[src/rtl/mdpf_pkg.sv]
package mdpf_pkg;

    // Fixed field widths of the stream items.
    localparam int COORD_BITS = 16;
    localparam int MAX_POINTS = 1024;
    localparam int IDX_W      = $clog2(MAX_POINTS);
    localparam int CNT_W      = IDX_W + 1;
    localparam int SQ_W       = 34;
    localparam logic [SQ_W-1:0] SQ_MAX = {SQ_W{1'b1}};

    // Distance arithmetic widths.
    localparam int DIFF_W    = COORD_BITS + 1;
    localparam int PROD_W    = 2 * DIFF_W;
    localparam int SUM_W     = PROD_W + 2;
    localparam int SUM_EXT_W = (SUM_W > SQ_W) ? SUM_W : SQ_W + 1;

    // Stream payload widths.
    localparam int PT_W      = 3 * COORD_BITS;
    localparam int S_DATA_W  = ((PT_W + 7) / 8) * 8;
    localparam int RES_W     = 2 + IDX_W + CNT_W + SQ_W + 2 * IDX_W;
    localparam int M_DATA_W  = ((RES_W + 7) / 8) * 8;

    // Configuration port.
    localparam int APB_ADDR_W = 4;
    localparam int APB_DATA_W = 64;
    localparam logic REG_MIN_DIST_SQ = 1'b0;
    localparam logic [SQ_W-1:0] MIN_DIST_SQ_RESET = SQ_W'(571536);

    typedef struct packed {
        logic load;      // take the input beat into the candidate register
        logic scan_run;  // issue store reads while any remain
        logic commit;    // write back the verdict and the result beat
    } t_cmd;

    typedef struct packed {
        logic full;       // store holds MAX_POINTS entries
        logic scan_done;  // all reads issued and the compare pipe drained
        logic out_free;   // output register can take a result this cycle
    } t_status;

endpackage

[src/rtl/mdpf_ctrl.sv]
module mdpf_ctrl (
    input  logic             i_clk,
    input  logic             i_rst_n,
    input  logic             i_s_tvalid,
    output logic             o_s_tready,
    input  mdpf_pkg::t_status i_status,
    output mdpf_pkg::t_cmd    o_cmd
);
    import mdpf_pkg::*;

    typedef enum logic [2:0] {
        S_IDLE   = 3'b001,
        S_SCAN   = 3'b010,
        S_FINISH = 3'b100
    } t_state;

    t_state r_state;
    t_state n_state;

    always_comb begin
        n_state = r_state;
        case (r_state)
            S_IDLE: begin
                if (i_s_tvalid) begin
                    n_state = S_SCAN;
                end
            end
            S_SCAN: begin
                if (i_status.full || i_status.scan_done) begin
                    n_state = S_FINISH;
                end
            end
            S_FINISH: begin
                if (i_status.out_free) begin
                    n_state = S_IDLE;
                end
            end
            default: n_state = S_IDLE;
        endcase
    end

    always_ff @(posedge i_clk) begin
        if (!i_rst_n) begin
            r_state <= S_IDLE;
        end else begin
            r_state <= n_state;
        end
    end

    assign o_s_tready     = (r_state == S_IDLE);
    assign o_cmd.load     = (r_state == S_IDLE) && i_s_tvalid;
    assign o_cmd.scan_run = (r_state == S_SCAN) && !i_status.full;
    assign o_cmd.commit   = (r_state == S_FINISH) && i_status.out_free;

endmodule

[config.mk]
export PLATFORM = sky130hd
export DESIGN_NAME = mdpf_ctrl
export DESIGN_NICKNAME = d
export VERILOG_FILES = /design/src/rtl/mdpf_pkg.sv /design/src/rtl/mdpf_ctrl.sv
export SDC_FILE = /design/constraint.sdc
export NUM_CORES = 1
export LEC_CHECK = 0
export BUFFER_PORTS_ARGS = -buffer_cell sky130_fd_sc_hd__buf_2
export CAP_MARGIN = 20
export CORE_AREA = 2 2 39 41
export CTS_CLUSTER_SIZE = 12
export DETAILED_ROUTE_END_ITERATION = 10
export DIE_AREA = 0 0 41 43
export PLACE_DENSITY = 0.33
export SLEW_MARGIN = 20
export SYNTH_ARGS = -nofsm -noshare
export SYNTH_HDL_FRONTEND = slang
export SYNTH_SLANG_ARGS = --single-unit
export TNS_END_PERCENT = 50
[constraint.sdc]
create_clock -name i_clk -period 1.35 [get_ports i_clk]
set_clock_uncertainty 0.05 [all_clocks]
set_input_delay 0.405 -clock i_clk [delete_from_list [all_inputs] [get_ports i_clk]]
set_output_delay 0.405 -clock i_clk [all_outputs]
set_load 0.02 [all_outputs]
==> flow_metrics.env, run 1 <==
export IMPL_status="finished with violations"
export IMPL_violations="setup timing"
export IMPL_grt_max_degree=9
export IMPL_yosys_mux_area_fraction=0
export IMPL_yosysTopAreaCellShare=0.318
export IMPL_first_iter_violations=3
export IMPL_reg2reg_from="r_state[1]"
export IMPL_cts_tree="yes"
export IMPL_cp_max_fo=5
export IMPL_cts_sinks=3
export IMPL_crit_path_end_kind="output pin"
export IMPL_die_h_um=43
export IMPL_powerDensity_nw_per_um2=1020
export IMPL_finalNetCount=45
export IMPL_synth_top_family_by_area="simple AND/OR/NAND/NOR gates"
export IMPL_num_vias=225
export IMPL_start_kind="flop"
export IMPL_setup_violations=4
export IMPL_r2r_setup_slack_ns=0.26
export IMPL_ant_nets=0
export IMPL_hold_slack_ns=0.350
export IMPL_synth_cells=22
export IMPL_p_leak_uw=0.000145
export IMPL_top_regs="r_state x3"
export IMPL_worst_path_largest_cell_delay_ns=0.35
export IMPL_num_rows=14
export IMPL_core_area_um2=1380
export IMPL_dieArea_um2=1760
export IMPL_h_tree_depth=1
export IMPL_totalWireLength_um=553
export IMPL_drtPass1Iterations=2
export IMPL_grt_antenna_before_repair=0
export IMPL_ys_async_sr_fraction=0
export IMPL_post_drt_wl_per_cell_um=10.2
export IMPL_hp_class="in -> reg"
export IMPL_synth_xor_area_frac=0
export IMPL_io_buffers=9
export IMPL_numCtsBuffers=3
export IMPL_clk_pin_slew_ns=0.04
export IMPL_fin_crit_sh=1.13
export IMPL_grt_pass1_vias=253
export IMPL_yosysSeqAreaShare=0.318
export IMPL_crit_path_end="o_cmd[1]"
export IMPL_cp_cell_sequence="nor4b_2 > buf_2"
export IMPL_cp_slowest_cell="dfxtp_4"
export IMPL_synth_compound_area_frac=0.152
export IMPL_place_congestion=0.686
export IMPL_n_fill_cell=161
export IMPL_synth_cell_types=15
export IMPL_rsz0062_at_grt="true"
export IMPL_postSynthRegisterBits=3
export IMPL_grt_pass1_wl_um=924
export IMPL_regMostFlops="r_state"
export IMPL_synth_avg_cell_area_um2=8.59
export IMPL_synth_simple_area_share=0.503
export IMPL_largest_reg_flops=3
export IMPL_synth_flop_cell="dfxtp_1"
export IMPL_yosys_warnings=0
export IMPL_syn_nets=28
export IMPL_viasPerCell=4.17
export IMPL_synth_adder_area_share=0
export IMPL_yosys_area_top_type="dfxtp_1"
export IMPL_io_pins=10
export IMPL_die_w_um=41
export IMPL_netlist_top_cells_area="dfxtp_1, nor3b_2, and3b_1"
export IMPL_slew_viol_final=0
export IMPL_worst_path_buf_inv=1
export IMPL_cp_required_ns=0.90
export IMPL_ir_worst_vdd_mv=0.253
export IMPL_worst_pin_slew_ns=0.198
export IMPL_drc=0
export IMPL_final_util=0.248
export IMPL_fmax_mhz=658
export IMPL_gr_total_overflow=0
export IMPL_path_delay_family="flip-flops"
export IMPL_drive_gt1_frac=0.632
export IMPL_cap_violations=0
export IMPL_period_minus_slack_ns=1.52
export IMPL_path_class="reg -> out"
export IMPL_hold_violations=0
export IMPL_synth_edf_count=0
export IMPL_dp_slack_ns=-0.0277
export IMPL_grt_usage=0.0863
export IMPL_insertedDiodeCount=0
export IMPL_reg2reg_depth=5
export IMPL_cts_buffer_depth=2
export IMPL_initial_core_util=0.137
export IMPL_critPathLaunch="r_state[0]"
export IMPL_clockRootBuffer="clkbuf_4"
export IMPL_syn_area_um2=189
export IMPL_area_growth_pct=81.5
export IMPL_crit_arrival_ns=1.07
export IMPL_yosysMostFrequentCell="dfxtp_1"
export IMPL_cp_num_cells=2
export IMPL_fin_ws_ns=-0.171
export IMPL_clock_latency_ns=0.24
export IMPL_relSlewSlack=0.868
export IMPL_r2r_end="r_state[2]"
-- stage by stage --
step	cells	TNS (ns)	area, µm²	power, µW
after detailed placement	50	-0.0411	294	182
final	54	-0.531	343	351
after global placement	50	-0.0403	294	181
after floorplan	22	-0.213	204	149
after CTS	54	-0.566	340	356
after global routing	54	-0.743	343	374
-- power by group --
part	internal, µW	leakage [µW]	switching (µW)	total [µW]
logic	47.0	0.000104	36.2	83.2
registers	93.6	0.0000259	8.21	102
clock network	111	0.0000150	54.7	166
total	252	0.000145	99.1	351
-- what timing repair did --
item / CTS / global route
endpoints found under the setup margin: 4 / 4
gates cloned: 0 / 0
hold endpoints to repair: 0 / 0
pin swaps: 2 / 2
hold buffers: 0 / 0
resized for setup: 8 / 1
buffers inserted: 0 / 0
-- layout by cell type, fill, tap and decap left out, types with 2 or more instances in the layout --
master    n
and3b_1   2
buf_2     7
buf_4     5
clkbuf_4  3
dfxtp_4   2
nand2b_1  2
o21ai_0   2
-- cell families (layout without fill, tap and decap cells) --
logic type,count (synthesis),after routing
buf+inv,1,17
flops,3,3
compound gates,5,5
simple gates,13,13
-- layer usage --
| layer | vias up | GRT usage | wire (µm) | share of wire |
|---|---|---|---|---|
| li1 | 114 | - | - | - |
| met1 | 103 | 0.0801 | 228 | 0.41 |
| met2 | 6 | 0.125 | 293 | 0.53 |
| met3 | 2 | 0.0314 | 24 | 0.043 |
| met4 | 0 | 0.100 | 7 | 0.013 |
| met5 | - | 0 | 0 | 0 |
-- final cells by class --
cell class              instances  area (µm²)  area share
multi-input cells              18         144       0.420
repair buffers                 13        83.8       0.245
flip-flops and latches          3        68.8       0.201
clock buffers                   4        26.3      0.0766
well taps                      16        20.0      0.0584
-- worst min path at each step --
stage | startpoint | end | cells after the start
2_1_floorplan | i_rst_n | r_state[0] | 1
3_3_place_gp | r_state[2] | r_state[1] | 1
3_5_place_dp | i_rst_n | r_state[0] | 2
4_1_cts | i_rst_n | r_state[0] | 2
5_1_grt | i_rst_n | r_state[0] | 2
6_report | i_rst_n | r_state[0] | 2
No activity file was read; power rests on OpenSTA's default activity.
==> run 2, diff against run 1 <==
- PLACE_DENSITY: 0.33 -> not set
==> run 2 against run 1 <==
Compared with the run above:
- the run still ends with setup timing left
- cell count up 5.6%
- die area unchanged
- combinational power up 7.8%
- critical path type unchanged
- largest power group unchanged
- highest routed layer is now met3
==> flow_metrics.env, run 2 (same netlist as run 1, synthesis figures left out) <==
export IMPL_largest_reg_flops=3
export IMPL_min_delay_start="i_rst_n"
export IMPL_cp_cell_sequence="nor3b_4 > and2_4 > buf_6"
export IMPL_regMostFlops="r_state"
export IMPL_drc=0
export IMPL_relSlewSlack=0.861
export IMPL_r2r_setup_slack_ns=0.29
export IMPL_drive_gt1_frac=0.659
export IMPL_rsz0062_at_grt="true"
export IMPL_cap_violations=0
export IMPL_core_area_um2=1380
export IMPL_num_vias=233
export IMPL_p_leak_uw=0.000162
export IMPL_totalWireLength_um=539
export IMPL_crit_path_end_kind="output pin"
export IMPL_insertedDiodeCount=0
export IMPL_drtPass1Iterations=2
export IMPL_area_growth_pct=98.0
export IMPL_hold_violations=0
export IMPL_grt_pass1_vias=220
export IMPL_path_class="reg -> out"
export IMPL_cp_max_fo=5
export IMPL_status="finished with violations"
export IMPL_grt_usage=0.0763
export IMPL_hp_class="in -> reg"
export IMPL_io_buffers=9
export IMPL_crit_arrival_ns=1.04
export IMPL_fin_crit_sh=1.11
export IMPL_cp_slowest_cell="dfxtp_4"
export IMPL_place_congestion=0.742
export IMPL_ir_worst_vdd_mv=0.200
export IMPL_layout_common_cells="buf_4, buf_2, clkbuf_4, dfxtp_4"
export IMPL_cts_buffer_depth=2
export IMPL_fmax_mhz=667
export IMPL_postLayoutCellArea_um2=374
export IMPL_cts_tree="yes"
export IMPL_post_drt_wl_per_cell_um=9.46
export IMPL_multiInputGateArea_um2=144
export IMPL_clockRootBuffer="clkbuf_4"
export IMPL_total_power_uw=348
export IMPL_die_w_um=41
export IMPL_setup_violations=4
export IMPL_clk_pin_slew_ns=0.04
export IMPL_worst_path_largest_cell_delay_ns=0.36
export IMPL_violations="setup timing"
export IMPL_start_kind="flop"
export IMPL_period_minus_slack_ns=1.50
export IMPL_initial_core_util=0.137
export IMPL_die_h_um=43
export IMPL_reg2reg_from="r_state[0]"
export IMPL_numCtsBuffers=3
export IMPL_grt_pass1_wl_um=834
export IMPL_dieArea_um2=1760
export IMPL_final_util=0.270
export IMPL_first_iter_violations=2
export IMPL_final_common_cell="buf_4"
export IMPL_viasPerCell=4.09
export IMPL_dp_cells=51
export IMPL_regArea_um2=71.3
export IMPL_layout_cells_non_filler=57
export IMPL_finalNetCount=48
export IMPL_cts_sinks=3
export IMPL_dpl_hpwl_um=391
export IMPL_h_tree_depth=1
export IMPL_fin_ws_ns=-0.148
export IMPL_grt_max_degree=7
export IMPL_placed_area_um2=302
export IMPL_critPathLaunch="r_state[0]"
export IMPL_grt_antenna_before_repair=0
export IMPL_num_rows=14
export IMPL_worst_pin_slew_ns=0.208
export IMPL_setup_tns_final_ns=-0.459
export IMPL_gr_total_overflow=0
export IMPL_n_fill_cell=166
export IMPL_clock_latency_ns=0.23
export IMPL_slew_viol_final=0
export IMPL_cp_required_ns=0.90
export IMPL_top_regs="r_state x3"
export IMPL_path_delay_family="flip-flops"
export IMPL_io_pins=10
export IMPL_powerDensity_nw_per_um2=931
export IMPL_worst_path_buf_inv=1
export IMPL_ant_nets=0
==> run 2: changes by cell type in the layout (fill, tap and decap cells not counted) <==
| cell | before | now |
|---|---|---|
| buf_4 | 5 | 8 |
| dfxtp_4 | 2 | 3 |
| dfxtp_2 | 1 | 0 |
| buf_6 | 1 | 2 |
| buf_2 | 7 | 6 |
==> run 2: layout make-up <==
| cell class | count | area share |
|---|---|---|
| clock buffers | 4 | 0.0702 |
| well taps | 16 | 0.0535 |
| repair buffers | 16 | 0.301 |
| flip-flops and latches | 3 | 0.191 |
| multi-input cells | 18 | 0.385 |
==> run 2: where the power goes <==
part | total [µW] | leakage (µW) | internal (µW) | switching, µW
clock | 157 | 0.0000150 | 111 | 45.9
sequential | 102 | 0.0000262 | 92.9 | 9.22
combinational | 89.7 | 0.000121 | 52.8 | 36.9
total | 348 | 0.000162 | 256 | 92.0
==> run 2: final timing paths <==
check / end / cells after the start
setup / recovery: o_cmd[2] / 3
hold / removal: r_state[0] / 2
setup reg to reg: r_state[1] / 4
hold reg to reg: r_state[0] / 2
==> run 2: metrics by stage <==
stage	hold slack (ns)	setup WS [ns]
6_report	0.344	-0.148
5_1_grt	0.350	-0.214
4_1_cts	0.340	-0.168
3_5_place_dp	0.586	-0.0250
3_3_place_gp	0.585	-0.0433
2_1_floorplan	0.444	-0.101
==> run 2: what timing repair did <==
action	in CTS	in global routing
setup buffers	2	0
gates resized for setup	11	1
gates cloned	0	0
setup endpoints to repair	4	4
pin swaps	4	2
hold buffers	0	0
==> run 2: layer usage <==
metal	part of all wire	up-vias	track usage
li1	-	119	-
met1	0.40	109	0.0836
met2	0.56	5	0.100
met3	0.037	0	0.0314
met4	0	0	0.0800
met5	0	-	0
